$ cat src/pcm_ram.sv
module pcm_ram #(
  parameter int unsigned WIDTH = 8,
  parameter int unsigned DEPTH = 256
) (
  input  logic                     clk_i,
  input  logic                     we_i,
  input  logic [$clog2(DEPTH)-1:0] waddr_i,
  input  logic [WIDTH-1:0]         wdata_i,
  input  logic [$clog2(DEPTH)-1:0] raddr_i,
  output logic [WIDTH-1:0]         rdata_o
);

  logic [WIDTH-1:0] mem_q [DEPTH];
  logic [WIDTH-1:0] rdata_q;

  always_ff @(posedge clk_i) begin
    if (we_i) begin
      mem_q[waddr_i] <= wdata_i;
    end
    rdata_q <= mem_q[raddr_i];
  end

  assign rdata_o = rdata_q;

endmodule

$ cat config.mk
export PLATFORM = sky130hd
export DESIGN_NAME = pcm_ram
export DESIGN_NICKNAME = d
export VERILOG_FILES = /design/src/pcm_ram.sv
export SDC_FILE = /design/constraint.sdc
export NUM_CORES = 2
export LEC_CHECK = 0
export BUFFER_PORTS_ARGS = -buffer_cell sky130_fd_sc_hd__buf_2
export CAP_MARGIN = 25
export CORE_MARGIN = 8
export CORE_UTILIZATION = 45
export CTS_BUF_LIST = sky130_fd_sc_hd__clkbuf_4
export DETAILED_ROUTE_END_ITERATION = 12
export GPL_TIMING_DRIVEN = 1
export PLACE_DENSITY = 0.6
export SYNTH_ARGS = -nofsm -noshare
export SYNTH_HDL_FRONTEND = slang
export SYNTH_SLANG_ARGS = --single-unit
export TNS_END_PERCENT = 10
$ cat constraint.sdc
create_clock -name clk_i -period 5.01 [get_ports clk_i]
set_input_delay 0.2505 -clock clk_i [delete_from_list [all_inputs] [get_ports clk_i]]
set_output_delay 0.2505 -clock clk_i [all_outputs]
set_load 0.02 [all_outputs]
# Word-level counts from Yosys, hierarchy flattened
# Memory sizes are Yosys's and may differ from the RTL's. A register that Yosys moved wholly into a read port is not among the register bits.
# Index checks and enable logic that the tools add are counted.
[totals]
output_inout_bits = 8
ff_bits = 0
inputBits = 26
word_cells = 3
mem_count = 1
ramBits = 2048
[memory_table]
columns = ["memory", "depth", "width", "read_ports", "rd_clocked_by_memory_dff", "wr", "line_no", "text"]
rows = [
  ["mem_q", 256, 8, 1, 1, 1, "13", "logic [WIDTH-1:0] mem_q [DEPTH];"],
]
[op_classes]
n_mux = 2
[ops]
columns = ["operator", "count"]
rows = [
  ["$mux 1", 2],
]

# Longest topological paths before layout
[logic_depth]
depth_word = 2
mapped_depth = 11

# Worst setup path after synthesis
# Ideal clock, no wire load.
[synth_timing]
kind = "input to register"
startpoint = "input port raddr_i[0]"
endpoint = "register rdata_q[2], in the netlist rdata_o[2] (read register of mem_q)"
t_arrival_ns = 2.057
n_path_buf = 4
setup_slack_ns = 2.822
stages = 9
setup_time_ns = 0.131
path_cell_list = "buf_6 > buf_12 > buf_8 > buf_2 > mux4_2 > a22oi_1 > a21oi_1 > nor4_1 > nor4_2"
[synth_lines]
columns = ["item", "line_no", "text"]
rows = [
  ["from (decl)", "9", "input logic [$clog2(DEPTH)-1:0] raddr_i,"],
  ["to (decl)", "14", "logic [WIDTH-1:0] rdata_q;"],
]

==> metrics.txt <==
Hold Startpoint=wdata_i[6]; critical path class=flop to flop; Layout Cell Area excl Fill=0.08934 mm2; # rows=roughly 150; HP Class=input port to flop; leakage=between 20 and 30 nW; DIE HEIGHT=436.5 um; area taken by flip-flops and latches=around 0.062 mm2; CP arrival=just over 4 ns; H-tree levels=6; post-synth net total=~3.8k; CTS tree=done; Simple-Gate Fraction of Synth Area=0.02628; commonest non-fill, non-tap cell in the layout=edfxtp_1; ys flop type=edfxtp_1; Final TNS setup=0 ns; GP Congestion=0.8252; share of post-route cells with drive strength above 1=0.3177; Critical Path Source=mem_q[83][5]$_DFFE_PP_; crit start category=flop; Synth cell types=55; vias per cell=between 5 and 6; fin nets=~4.2k; Max-Cap Viols=0; outcome=finished, violations left; PwrDens=approximately 390 mW/mm2; Layout fillers=14.13k; GRT overflow=0; ys async rst share=0; final number of setup-violating endpoints=0; Period Utilization, post-route=0.5976; Final Critical Period=around 3 ns; Total Routing Usage GR=0.2075; clock sink total=2,056; dpl hpwl=between 100 and 150 mm; r2r startpoint=mem_q[83][5]$_DFFE_PP_; worst-case reg-to-reg path depth=6; hold path endpoint=mem_q[112][6]$_DFFE_PP_; die area=around 0.19 mm2; Synth Warn #=0; violated checks=max-slew violations; Max IR drop VDD=0.2608 mV; total number of vias=40.51k; Pre-antenna DRT Iters=6; PostCTS Resize Cnt=0; Avg Cell Area, Syn=around 21 um2; Synth Area in XOR/XNOR=0; post-synthesis sequential area ratio=0.7750; core area=0.1759 mm2; first-pass GRT wire length=between 200 and 300 mm; Place WS=1.035 ns; placed inst area=0.08245 mm2; Fin. Hold Viols=0; Critical Path Sink Type=flop; IO Count=34; PnR worst setup slack=~2.0 ns; Routed Wire Length=around 200 mm; worst skew pair latency=between 1 and 1.5 ns; Iter 0 DRT Violations=roughly 4.2k; RSZ-0062 raised after global routing=no; footprint of the multi-input gates=~0.017 mm2; worst-case hold slack=a little over 0.09 ns; Least-Margin Pin Slew=roughly 1.5 ns; Slew headroom=-0.002063; Synth Cell Area=0.07956 mm2; Compound-Gate Fraction of Synth Area=0.03419; Fin Clk Skew=around 0.07 ns; proportion of synthesized area in mux cells=0.1462; Max Slew Vio Count=12; initial antenna violation count=12; Synth Register Bits=between 2k and 2.5k; largest family of logic cells by synthesized area=multiplexers; Post-Synthesis Cells=roughly 3.7k; fmax=around 330 MHz; Register-to-Register Setup Slack=roughly 2.0 ns; Residual DRC=0; hold depth=2; antenna viol nets, final=0; main area contributors after synthesis=edfxtp_1 (77%), mux4_2 (13%), mux2i_1 (1.7%), nor2_1 (1.3%), a22oi_1 (1.3%); WL/cell=29.22 um; CTS Buf Count=540; EDFF count, synth=about 2.0k; via count of the first global-routing pass=41.70k; postcts setup bufs=0; Longest Clk Path Bufs=4; adder-cell share of the synthesized area=0; largest net degree at the start of global routing=227; commonest non-fill, non-tap cells in the layout=edfxtp_1 (2,048), clkbuf_4 (770), mux4_2 (454); crit path max fanout=1; clock slew seen by the registers of the worst setup and hold paths=~0.070 ns; Yosys top cell area share=0.7730; Die Width=around 440 um; Initial Util=0.4522; P&R area growth vs syn=12.30%; reg-to-reg endpoint=rdata_o[5]$_DFF_P_; area leader, netlist=edfxtp_1; Data required, critical path=slightly above 6 ns; Root Driver=clkbuf_4; PortBufs=33
## worst max-delay path by stage
stage	end	slack, ns	cells past startpoint
global route	rdata_o[5]$_DFF_P_	1.95	6
finish	rdata_o[5]$_DFF_P_	2.02	6
global placement	rdata_o[2]$_DFF_P_	0.87	8
floorplan	rdata_o[2]$_DFF_P_	2.82	9
CTS	rdata_o[2]$_DFF_P_	2.02	7
detailed placement	rdata_o[2]$_DFF_P_	1.04	9
## power by group
group	total, W	internal, W	leakage [nW]	switching [W]
clock network	0.0141	0.00762	3.92	0.00651
logic	0.00174	0.000593	5.76	0.00115
registers	0.0190	0.0190	18.5	0.0000332
total	0.0349	0.0272	28.2	0.00769
## sequential cells by signal, summed over array words and instances (netlist names)
name and count:
mem_q 2048, rdata_o 8
## Yosys cell counts (3+ instances only)
master and number:
a211oi_1 16, a21oi_1 96, a221oi_1 13, a22o_1 8
a22oi_1 133, and2_1 6, buf_1 22, buf_12 8
buf_2 31, buf_4 27, buf_6 21, buf_8 13
clkbuf_1 111, dfxtp_1 8, edfxtp_1 2048, mux2i_1 134
mux4_2 454, nand2_1 33, nand2b_1 8, nand3_1 34
nand4_1 10, nor2_1 282, nor2b_1 31, nor3_1 22
nor4_1 24, nor4_2 3, o211ai_1 10, o21ai_0 10
o221ai_1 46, o22a_1 5, o22ai_1 28, o32ai_1 4
or2_2 4
## metal layers
layer,share of wire,global-route usage,up-vias
li1,-,-,17030
met1,0.42,0.2899,21400
met2,0.48,0.3242,1744
met3,0.080,0.05139,329
met4,0.024,0.06553,6
met5,0.00024,0,-
## what timing repair did
item                       in CTS  in global routing
hold endpoints to repair     2555                  0
hold buffers                   33                  0
setup endpoints to repair       0                  0
## kinds of logic after synthesis
family,after synthesis
DFF,2056
AOI/OAI and AO/OA,385
buffers and inverters,235
and+or+nand+nor,466
muxes,591
## final cells by class
class	instances	share of cell area
antenna	9	0.0002521
clock buffer	770	0.06470
clock inverter	98	0.007899
inverter	2	0.00008403
multi-input combinational	1442	0.1849
sequential	2056	0.6902
tap	2340	0.03277
timing repair buffer	181	0.01920
## worst max-delay path, stage by stage (launching register included)
cell      delay (ns)
edfxtp_1        0.37
mux4_2          0.50
a22o_1          0.28
a221oi_1        0.49
o32ai_1         0.19
nor3_1          0.80
nor4_1          0.16
## metrics by stage
stage | instances | total power [W] | util
after floorplan | 3733 | 0.02028 | -
after global placement | 5980 | 0.02107 | 0.4685
after detailed placement | 5986 | 0.02109 | 0.4686
after CTS | 6887 | 0.03523 | 0.5076
after global routing | 6897 | 0.03618 | 0.5078
final | 6898 | 0.03487 | 0.5078
(Power assumes the default switching activity.)
