--- config.mk ---
export PLATFORM = sky130hd
export DESIGN_NAME = pcm_mod
export DESIGN_NICKNAME = d
export VERILOG_FILES = /design/src/pcm_pkg.sv /design/src/pcm_mod.sv
export SDC_FILE = /design/constraint.sdc
export NUM_CORES = 1
export LEC_CHECK = 0
export BUFFER_PORTS_ARGS = -buffer_cell sky130_fd_sc_hd__buf_4
export CORE_MARGIN = 2
export CORE_UTILIZATION = 55
export CTS_CLUSTER_DIAMETER = 50
export DETAILED_ROUTE_END_ITERATION = 8
export PLACE_DENSITY = 0.8
export SYNTH_ARGS = -nofsm -noshare
export SYNTH_HDL_FRONTEND = slang
export SYNTH_SLANG_ARGS = --single-unit
export TNS_END_PERCENT = 1
--- constraint.sdc ---
create_clock -name clk_i -period 6.65 [get_ports clk_i]
set_input_delay 0.3325 -clock clk_i [delete_from_list [all_inputs] [get_ports clk_i]]
set_output_delay 0.3325 -clock clk_i [all_outputs]
set_load 0.005 [all_outputs]
--- src/pcm_pkg.sv ---
package pcm_pkg;

  localparam int unsigned SIDE       = 512;
  localparam int unsigned SPIN_BITS  = 8;

  // lattice geometry, SIDE is a power of two
  localparam int unsigned HALF_ROWS  = SIDE / 2;
  localparam int unsigned ROW_BITS   = $clog2(HALF_ROWS);
  localparam int unsigned COL_BITS   = $clog2(SIDE);
  localparam int unsigned IDX_BITS   = ROW_BITS + COL_BITS;
  localparam int unsigned HALF_SITES = 1 << IDX_BITS;

  // q and spin-plus-offset need one bit more than a spin
  localparam int unsigned Q_W        = SPIN_BITS + 1;
  localparam int unsigned SUM_W      = SPIN_BITS + 1;

  localparam int unsigned HIST_DEPTH = 1 << SPIN_BITS;
  localparam int unsigned HIST_W     = 19;
  localparam int unsigned PAIR_W     = 20;
  localparam logic [HIST_W-1:0] HIST_MAX = {HIST_W{1'b1}};
  localparam logic [PAIR_W-1:0] PAIR_MAX = {PAIR_W{1'b1}};

  localparam int unsigned CFG_IDX_W  = 3;

  typedef enum logic [1:0] {
    MODE_LOAD    = 2'd0,
    MODE_UPDATE  = 2'd1,
    MODE_MEASURE = 2'd2,
    MODE_READ    = 2'd3
  } mode_e;

  typedef enum logic [CFG_IDX_W-1:0] {
    CFG_SPIN_STATES = 3'd0,
    CFG_THR_1       = 3'd1,
    CFG_THR_2       = 3'd2,
    CFG_THR_3       = 3'd3,
    CFG_THR_4       = 3'd4
  } cfg_idx_e;

endpackage

--- src/pcm_mod.sv ---
module pcm_mod (
  input  logic                      clk_i,
  input  logic                      rst_ni,
  input  logic                      start_i,
  input  logic [pcm_pkg::SUM_W-1:0] dividend_i,
  input  logic [pcm_pkg::Q_W-1:0]   divisor_i,
  output logic                      done_o,
  output logic [pcm_pkg::SUM_W-1:0] rem_o
);
  import pcm_pkg::*;

  localparam int unsigned CNT_W = $clog2(SUM_W + 1);

  logic [CNT_W-1:0] cnt_q, cnt_d;
  logic             done_q, done_d;
  logic [SUM_W-1:0] rem_q, rem_d;
  logic [SUM_W-1:0] dvd_q, dvd_d;
  logic [SUM_W:0]   trial;

  // restoring remainder, one dividend bit a cycle
  always_comb begin
    cnt_d  = cnt_q;
    done_d = 1'b0;
    rem_d  = rem_q;
    dvd_d  = dvd_q;
    trial  = {rem_q, dvd_q[SUM_W-1]};
    if (start_i) begin
      cnt_d = CNT_W'(SUM_W);
      rem_d = '0;
      dvd_d = dividend_i;
    end else if (cnt_q != '0) begin
      if (trial >= (SUM_W+1)'(divisor_i)) begin
        rem_d = SUM_W'(trial - (SUM_W+1)'(divisor_i));
      end else begin
        rem_d = SUM_W'(trial);
      end
      dvd_d = dvd_q << 1;
      cnt_d = cnt_q - CNT_W'(1);
      done_d = (cnt_q == CNT_W'(1));
    end
  end

  always_ff @(posedge clk_i or negedge rst_ni) begin
    if (!rst_ni) begin
      cnt_q  <= '0;
      done_q <= 1'b0;
    end else begin
      cnt_q  <= cnt_d;
      done_q <= done_d;
    end
  end

  always_ff @(posedge clk_i) begin
    rem_q <= rem_d;
    dvd_q <= dvd_d;
  end

  assign done_o = done_q;
  assign rem_o  = rem_q;

endmodule

After elaboration in Yosys (flattened, before gate mapping)
Cells that the tools add are included.

Word-level logic and storage cells: 17. Output and inout bits: 10. Memory bits (read-only): 0. Latch bits: 0. Bits in writable memories: 0. Memories kept: 0. Bits of input ports: 21. Bits in registers: 23.

Bitwise operators: 0. Shifts and indexed selects: 0. Mux-type cells: 7. Reductions and logical operators: 2. Div/mod/pow operators: 0. Equality and inequality tests: 1. Multipliers: 0. Order comparisons: 1. Add/sub/neg operators: 2.

Operators with widths (number): $mux 9 (3); $ge 10x9->1 (1); $sub 9x9->9 (1); $mux 4 (2); $eq 4x1->1 const B (1); $reduce_bool 4->1 (1); $sub 4x1->4 const B (1); $mux 1 (2); $reduce_bool 2->1 (1).

Depth between registers and ports, before layout
Gate-level depths: netlist (run 1).

Word-level depth: 3. Mapped depth: 9.

Worst setup path after synthesis (run 1)
OpenSTA, ideal clock, no wires.

Path type: reg-to-reg. Start point: register dvd_q[8]. End point: register rem_q[6], in the netlist rem_o[6]. Data arrival time: 2.110 ns. Path slack: 4.449 ns. Buffers on the path: 0. Stages on the path, launching flop included: 10. Path through: edfxtp_1 inv_1 ha_1 inv_1 fa_1 a211oi_2 o21ai_4 o31ai_4 nand2_1 a311oi_1.

Longest elaborated chain between the ends: 2. Elaborated cells on any way between the ends: 3.

Ends and longest elaborated chain: start, declared (line pcm_mod.sv:17) `logic [SUM_W-1:0] dvd_q, dvd_d;`; start signal, assigned (line pcm_mod.sv:55) `dvd_q <= dvd_d;`; $sub 9x9->9 / $ge 10x9->1 (equally long branches) (line pcm_mod.sv:33, pcm_mod.sv:32); $mux 9 * (line pcm_mod.sv:32) `if (trial >= (SUM_W+1)'(divisor_i)) begin`; end signal, assigned (line pcm_mod.sv:54) `rem_q <= rem_d;`; end, declared (line pcm_mod.sv:16) `logic [SUM_W-1:0] rem_q, rem_d;`.

Every way passes the cells marked *; elsewhere a longest branch is shown, timed or not. A chain may end at the register's enable or synchronous reset.

Worst setup path after layout (run 1)
Same ends and word-level chain as after synthesis.

==> results of run 1 <==
-- routing by layer --
metal,share of wire,vias to the layer above,routed length [um]
met5,0,-,0
met4,0.018,0,58
met3,0.052,6,170
met2,0.52,34,1707
met1,0.41,630,1364
li1,-,652,-
-- registers in the layout (all words and copies together) (netlist names) --
name and flops:
rem_o 9, dvd_q 9, done_o 1, cnt_q 4
-- logic make-up (layout without fill, tap and decap cells) --
family                     after synthesis  after routing  synth area share
muxes                                   10             10           0.07190
AOI/OAI and AO/OA                       39             39            0.1985
buffers and inverters                   19             48           0.04739
xor gates and xnor gates                 5              5           0.02860
DFF                                     23             23            0.3758
and+or+nand+nor                         52             52            0.1667
adders and majority gates               13             13            0.1111
-- cell usage after synthesis (all sizes together), types with 2 or more instances --
master / number / area [um^2]
nor2: 17 / 63.81
inv: 13 / 48.80
ha: 12 / 150.1
a21oi: 10 / 50.05
nand2: 10 / 37.54
dfxtp: 9 / 180.2
edfxtp: 9 / 270.3
mux2: 8 / 90.09
nor3: 7 / 35.03
a211oi: 6 / 50.05
nand2b: 6 / 37.54
clkbuf: 5 / 18.77
dfrtp: 5 / 125.1
o211ai: 5 / 37.54
a211o: 4 / 35.03
o21ai: 4 / 31.28
a311oi: 3 / 26.28
nand3: 3 / 15.01
xnor2: 3 / 26.28
and2: 2 / 12.51
mux2i: 2 / 20.02
nor4: 2 / 12.51
o311ai: 2 / 17.52
or3: 2 / 12.51
xor2: 2 / 17.52
-- placed cells by master (no fill, tap or decap), drive strengths merged, types with 6 or more instances in the layout --
cell and count:
a211oi 6, a21oi 10, buf 30, dfxtp 9
edfxtp 9, ha 12, inv 13, mux2 8
nand2 10, nand2b 6, nor2 17, nor3 7
-- critical path, stage by stage, from the launching register on --
cell      delay [ns]
edfxtp_1        0.41
inv_1           0.07
ha_1            0.15
inv_1           0.06
fa_1            0.41
a211oi_2        0.40
o21ai_4         0.14
o31ai_4         0.38
nand2_1         0.10
a311oi_1        0.28
-- area by class of cell --
type | instances | area [um^2] | share of cell area
inverters | 13 | 48.80 | 0.02693
flip-flops and latches | 23 | 575.6 | 0.3177
multi-input cells | 119 | 883.3 | 0.4876
clock inverters | 1 | 7.507 | 0.004144
repair buffers | 31 | 235.2 | 0.1298
well taps | 31 | 38.79 | 0.02141
clock buffers | 3 | 22.52 | 0.01243
-- power by group --
part / switching, mW / internal [mW] / total, mW
clock: 0.0468 / 0.0230 / 0.0699
combinational: 0.113 / 0.0990 / 0.212
sequential: 0.0213 / 0.173 / 0.194
-- worst paths after layout --
path                            end  slack, ns  depth (start not counted)
hold reg to reg            rem_o[3]       0.55                          2
setup reg to reg           rem_o[6]       4.17                          9
max in group asynchronous  cnt_q[1]       6.23                          2
hold / removal             dvd_q[0]       0.28                          2
min in group asynchronous    done_o       0.32                          2
setup / recovery           rem_o[6]       4.17                          9
-- through the flow --
stage	total power, mW	util	area (um^2)	setup WS (ns)
floorplan	0.3429	-	1531	4.449
global placement	0.3956	0.6537	1772	4.294
detailed placement	0.4051	0.6537	1772	4.215
CTS	0.4756	0.6685	1812	4.178
global route	0.5074	0.6685	1812	3.922
finish	0.4753	0.6685	1812	4.168
-- timing repair --
action / CTS / global route
hold buffers: 1 / 0
hold endpoints to repair: 5 / 0
buffers inserted: 0 / 0
setup endpoints to repair: 0 / 0
==> key figures, run 1 <==
Status
  – Outcome: completed

Layout
  – Fill cells: about 230
  – Synth-to-Final Area Change: 18.30%
  – Antenna cells: 0
  – Nets: ~230
  – Final cell count without fillers: 221
  – Layout cells sized above 1: 0.2368

GRT
  – Met2 usage: 0.3837
  – Met1 global-route usage: 0.2562
  – Overall routing resource usage: 0.2158
  – Initial antenna violation count: 0
  – Pin count of the biggest net entering global routing: 25
  – Global route hottest layer: met2
  – Total grt overflow: 0
  – Global-route wire length before repair: roughly 5.5 mm
  – Vias in the first global route: 1261
  – Met3 usage: 0.04839

Synth
  – Number of flops mapped to enable cells by yosys: 9
  – Netlist cell types: 37
  – YS warnings: 0
  – Yosys reg bits: 23
  – Post-Syn Area: 0.001531 mm^2
  – Syn nets: 195
  – Syn_area_per_cell: around 9.5 um^2
  – Main synth FF type: edfxtp_1
  – Sequential share of the synthesized area: 0.3758
  – Mapped Cells: 161
  – FFs w/ async S/R, synth: 0.2174

Worst setup path
  – Worst r2r src: dvd_q[8]
  – WS Path Type: register to register
  – Crit path arrival time: about 2.7 ns
  – Critical Path RT: between 6 and 7 ns
  – CP startpoint: dvd_q[8]
  – CP Max Fanout: 9
  – Crit end category: register
  – Crit path launch type: register

Worst hold path
  – Min-delay src: dividend_i[0]
  – Hold Path Class: input port to register

Drt
  – Iteration-0 DRC Markers: 32
  – Post-route DRC violation count: 0
  – ANT nets after route: 0
  – Drt total wl: 3.299 mm
  – Via-to-Cell Ratio: 5.982
  – DR pass1 iterations: 4
  – Routed WL per cell: around 15 um
  – DR vias: 1322

STA
  – Setup TNS: 0 ns
  – Clock skew: 0.002214 ns
  – Slew Viols, Final: 0
  – Final Setup Violations: 0
  – Final period util: 0.3733
  – Achievable frequency: 402.8 MHz
  – Final Hold Viols: 0
  – Slew @ Worst Pin: about 0.49 ns
  – Hold Worst Slack: around 0.28 ns
  – RSZ-0062 raised after global routing: no
  – Minimum clock period: 2.482 ns
  – Slew HR: 0.6745

Job
  – Max-cap violations: 0

Place
  – Post-DP HPWL: roughly 2.5 mm
  – Routability cong.: roughly 0.86
  – Number of port buffers: 30
  – Inst Count DP: 216

Floorplan
  – CORE AREA: approximately 0.0027 mm^2
  – Die Area: 0.003223 mm^2
  – # IOs: 31
  – Initial core utilization: 0.5651
  – DIE WIDTH: 56.77 um
  – Row count: 19
  – Height of the die: 56.77 um

Pwr
  – Max VDD drop: 0.2386 mV
  – Pwr/cell area: 262.3 mW/mm^2
  – Leakage: 0.8101 nW

CTS
  – CTS buffer count: 3
  – Clk buf depth: 2
  – Root buf cell: clkbuf_4
  – CTS resizes: 0
  – CTS Sinks: 23
  – Clock latency on the worst-skew pair: around 0.32 ns
  – Clock slew at reported path FFs: 0.14 ns
  – Htree depth: 1
  – CTS tree: yes
No activity file was read; power rests on OpenSTA's default activity.
==> run 2: changes to the inputs <==
--- a/config.mk
+++ b/config.mk
@@ -7,10 +7,10 @@
 export LEC_CHECK = 0
 export BUFFER_PORTS_ARGS = -buffer_cell sky130_fd_sc_hd__buf_4
 export CORE_MARGIN = 2
-export CORE_UTILIZATION = 55
+export CORE_UTILIZATION = 49
 export CTS_CLUSTER_DIAMETER = 50
 export DETAILED_ROUTE_END_ITERATION = 8
-export PLACE_DENSITY = 0.8
+export PLACE_DENSITY = 0.75
 export SYNTH_ARGS = -nofsm -noshare
 export SYNTH_HDL_FRONTEND = slang
 export SYNTH_SLANG_ARGS = --single-unit
==> constraint.sdc (replaced) <==
create_clock -name clk_i -period 2.2 [get_ports clk_i]
set_input_delay 0.11 -clock clk_i [delete_from_list [all_inputs] [get_ports clk_i]]
set_output_delay 0.11 -clock clk_i [all_outputs]
set_load 0.005 [all_outputs]
==> key figures, run 2 (synthesis results as in run 1) <==
STA
  – Slew HR: 0.7161
  – Final Hold Viols: 0
  – Slew @ Worst Pin: 0.4259 ns
  – RSZ-0062 raised after global routing: yes
  – Setup TNS: -0.2731 ns
  – Clock skew: 0.005609 ns
  – Achievable frequency: 444.5 MHz
  – Slew Viols, Final: 0
  – Worst Slack Setup Final: -0.04982 ns
  – Minimum clock period: 2.250 ns
  – Final Setup Violations: 8
  – Final period util: 1.023

Pwr
  – Max VDD drop: 0.5513 mV
  – Final Power: 1.554 mW
  – Leakage: roughly 0.9 nW
  – Pwr/cell area: roughly 790 mW/mm^2

CTS
  – CTS buffer count: 3
  – CTS tree: yes
  – Htree depth: 1
  – Root buf cell: clkbuf_4
  – Clock latency on the worst-skew pair: ~0.31 ns
  – Clk buf depth: 2
  – CTS Sinks: 23
  – Clock slew at reported path FFs: about 0.12 ns

Drt
  – DR vias: between 1000 and 1500
  – Drt total wl: 3.459 mm
  – Iteration-0 DRC Markers: between 40 and 50
  – DR pass1 iterations: 4
  – Post-route DRC violation count: 0
  – Via-to-Cell Ratio: 5.707
  – Routed WL per cell: approximately 14 um
  – ANT nets after route: 0

Place
  – Post-DP HPWL: 2.683 mm
  – Inst Count DP: 230
  – Dpl ws: -0.1309 ns
  – Number of port buffers: 30
  – Routability cong.: approximately 0.85

Worst setup path
  – Critical Path RT: 2.40 ns
  – Crit end category: register
  – Crit path arrival time: 2.45 ns
  – CP peak stage delay: 0.41 ns
  – Worst r2r src: dvd_q[8]
  – CP top delay family: compound AO/OA/AOI/OAI gates
  – CP Max Fanout: 7
  – Critical Path Slowest Stage Cell: edfxtp_1
  – WS Path Type: register to register
  – Worst-path cell chain: inv_1, ha_2, inv_2, fa_2, a211oi_4, o21ai_4, o31a_1, o211ai_1, a21oi_1
  – CP startpoint: dvd_q[8]
  – Crit path launch type: register
  – Buf/Inv on CP: 2

GRT
  – Overall routing resource usage: 0.2052
  – Total grt overflow: 0
  – Initial antenna violation count: 0
  – Pin count of the biggest net entering global routing: 25
  – Vias in the first global route: 1348
  – Global-route wire length before repair: 5.589 mm

Floorplan
  – Height of the die: ~60 um
  – Die Area: 0.003589 mm^2
  – Initial core utilization: 0.5100
  – Row count: 20
  – # IOs: 31
  – DIE WIDTH: 59.91 um
  – CORE AREA: 0.003003 mm^2

Job
  – Max-cap violations: 0

Status
  – Outcome: complete, but fails checks
  – Failing checks: negative setup slack

Worst hold path
  – Min-delay src: dividend_i[0]
  – Hold Path Class: input port to register

Layout
  – Synth-to-Final Area Change: 28.76%
  – Most frequent cells in the layout: buf_4, nor2_1, inv_1
  – Final cell count without fillers: 239
  – Util after Layout: 0.6567
  – Antenna cells: 0
  – Commonest non-fill, non-tap cell in the layout: buf_4
  – Layout cells sized above 1: 0.3301
  – Nets: 241
## run 2: cell count changes in the layout (fill, tap and decap cells not counted), moves of 2 or more
cell,before,now
buf_4,30,44
a311oi_1,3,1
a311oi_2,0,2
buf_6,0,2
## run 2: per-layer routing
layer	GRT usage	wire length, um	up-vias
met2	0.3556	1821	31
met4	0.05714	49	0
met3	0.04329	132	8
met1	0.2565	1456	647
li1	-	-	678
met5	0	0	-
## run 2: final cells by class
type                            count  area [um^2]
Clock buffer                        3        22.52
Clock inverter                      1        5.005
Fill cell                         250         1031
Inverter                           13        48.80
Multi-Input combinational cell    119        915.9
Sequential cell                    23        575.6
Tap cell                           33        41.29
Timing Repair Buffer               47        362.8
## run 2: metrics by stage
stage / instance area [um^2] / hold WS, ns
CTS: 1944 / 0.07330
finish: 1972 / 0.08152
floorplan: 1531 / -0.1856
global placement: 1864 / -0.08678
detailed placement: 1864 / -0.08541
global route: 1972 / 0.06770
## run 2: where the power goes
group	leakage, nW	total, mW	internal [mW]	switching, mW
clock network	0.0177	0.197	0.0679	0.129
logic	0.651	0.782	0.395	0.387
registers	0.231	0.575	0.521	0.0539
total	0.900	1.55	0.984	0.570
## run 2: path summary, 6_finish.rpt
path / depth (start not counted) / endpoint / slack, ns
max in group asynchronous: 2 / done_o / 1.98
hold reg to reg: 1 / cnt_q[3] / 0.54
setup / recovery: 9 / rem_o[0] / -0.05
hold / removal: 2 / dvd_q[0] / 0.08
setup reg to reg: 9 / rem_o[0] / -0.05
min in group asynchronous: 2 / cnt_q[0] / 0.11
## run 2: worst reg2reg max path: cells and delay by family, from the launching register on
kind / cells / cell delay (ns)
AO/OA/AOI/OAI: 5 / 1.03
adder cells (fa/ha/maj): 2 / 0.59
flip-flops: 1 / 0.41
buffers and inverters: 2 / 0.12
## run 2: timing repair
item / CTS / global route
resized for setup: 4 / 6
setup endpoints to repair: 9 / 9
pin swaps: 6 / 12
buffers inserted: 3 / 2
hold buffers: 1 / 0
endpoints found under the hold margin: 5 / 0
==> run 3: changes to the inputs <==
==> constraint.sdc (replaced) <==
create_clock -name clk_i -period 2.2 [get_ports clk_i]
set_input_delay 0 -clock clk_i [delete_from_list [all_inputs] [get_ports clk_i]]
set_output_delay 0 -clock clk_i [all_outputs]
set_load 0.005 [all_outputs]
==> key figures, run 3 (synthesis results as in run 1) <==
Layout
  – Layout cells sized above 1: 0.3148
  – Util after Layout: 0.6900
  – Antenna cells: 0
  – Synth-to-Final Area Change: 35.29%
  – Commonest non-fill, non-tap cell in the layout: buf_4
  – Fill cells: approximately 240
  – Final instance area: 0.002072 mm^2
  – Most frequent cells in the layout: buf_4, nor2_1, inv_1
  – Nets: about 250

CTS
  – Htree depth: 1
  – CTS buffer count: 3
  – Root buf cell: clkbuf_4
  – CTS Sinks: 23
  – Clk buf depth: 2
  – CTS tree: yes
  – Clock latency on the worst-skew pair: 0.31 ns
  – Clock slew at reported path FFs: ~0.13 ns

Job
  – Max-cap violations: 0

Place
  – Number of port buffers: 30
  – Placed inst area: 0.001864 mm^2
  – Dpl ws: -0.1309 ns
  – Post-DP HPWL: ~2.7 mm
  – Routability cong.: 0.8521

Drt
  – DR vias: 1425
  – Drt total wl: 3.640 mm
  – DR pass1 iterations: 5
  – Via-to-Cell Ratio: 5.723
  – Post-route DRC violation count: 0
  – Iteration-0 DRC Markers: 53
  – ANT nets after route: 0
  – Routed WL per cell: 14.62 um

STA
  – Slew @ Worst Pin: 0.4299 ns
  – Clock skew: around 0.004 ns
  – Hold Worst Slack: around 0.025 ns
  – Minimum clock period: 2.261 ns
  – Final period util: 1.028
  – Slew Viols, Final: 0
  – Worst Slack Setup Final: -0.06112 ns
  – RSZ-0062 raised after global routing: yes
  – Final Hold Viols: 0
  – Slew HR: 0.7134
  – Achievable frequency: 442.3 MHz
  – Final Setup Violations: 9

Floorplan
  – Row count: 20
  – Initial core utilization: 0.5100
  – DIE WIDTH: around 60 um
  – # IOs: 31
  – Height of the die: 59.91 um
  – CORE AREA: 0.003003 mm^2
  – Die Area: 0.003589 mm^2

GRT
  – Pin count of the biggest net entering global routing: 25
  – Total grt overflow: 0
  – Global-route wire length before repair: around 5.8 mm
  – Initial antenna violation count: 0
  – Overall routing resource usage: 0.2134
  – Vias in the first global route: 1399

Worst setup path
  – Crit end category: register
  – Crit path arrival time: 2.47 ns
  – Critical Path RT: 2.41 ns
  – WS Path Type: register to register
  – CP Max Fanout: 7
  – Crit path launch type: register

Worst hold path
  – Hold Path Class: input port to register

Status
  – Outcome: complete, but fails checks
  – Failing checks: negative setup slack

Pwr
  – Max VDD drop: 0.5966 mV
  – Leakage: between 0.9 and 1 nW
  – Final Power: 1.578 mW
  – Pwr/cell area: 761.4 mW/mm^2
## run 3: changes by cell type in the layout (fill, tap and decap cells not counted)
| cell | change |
|---|---|
| dlygate4sd3_1 | +10 |
## run 3: layout make-up
class,instances,area (um^2),share of cell area
multi-input cells,119,915.9,0.4420
well taps,33,41.29,0.01993
inverters,13,48.80,0.02355
flip-flops and latches,23,575.6,0.2778
repair buffers,57,462.9,0.2234
clock inverters,1,5.005,0.002415
clock buffers,3,22.52,0.01087
## run 3: metal layers
layer	track usage	wire length, um	up-vias
li1	-	-	700
met1	0.2647	1532	680
met2	0.3742	1930	35
met3	0.04329	130	10
met4	0.05714	46	0
met5	0	0	-
## run 3: repair_timing
action	in CTS	in global routing
buffers inserted	3	2
pin swaps	6	12
hold buffers	11	0
setup endpoints to repair	9	9
endpoints found under the hold margin	14	0
resized for setup	4	6
## run 3: critical path: stages, from the launching register on
cell and delay, ns:
edfxtp_1 0.42, inv_1 0.08, ha_2 0.18, inv_2 0.04, fa_2 0.41, a211oi_4 0.28, o21ai_4 0.11, o31a_1 0.35
o211ai_1 0.20, a21oi_1 0.09
## run 3: where the power goes
group | switching (mW) | internal [mW]
logic | 0.392 | 0.407
clock network | 0.135 | 0.0680
registers | 0.0548 | 0.522
## run 3: final timing paths
kind,end,start,slack [ns],depth (start not counted)
setup / recovery,rem_o[0],dvd_q[8],-0.06,9
hold / removal,rem_o[8],start_i,0.02,2
setup reg to reg,rem_o[0],dvd_q[8],-0.06,9
hold reg to reg,cnt_q[3],cnt_q[3],0.55,1
max in group asynchronous,cnt_q[1],rst_ni,1.43,3
min in group asynchronous,cnt_q[0],rst_ni,0.58,3
## run 3: through the flow
stage,cells,TNS [ns]
5_1_grt,249,-1.349
6_report,249,-0.3759
2_1_floorplan,161,0
3_5_place_dp,230,-0.8562
4_1_cts,248,-0.3397
3_3_place_gp,230,-0.03817
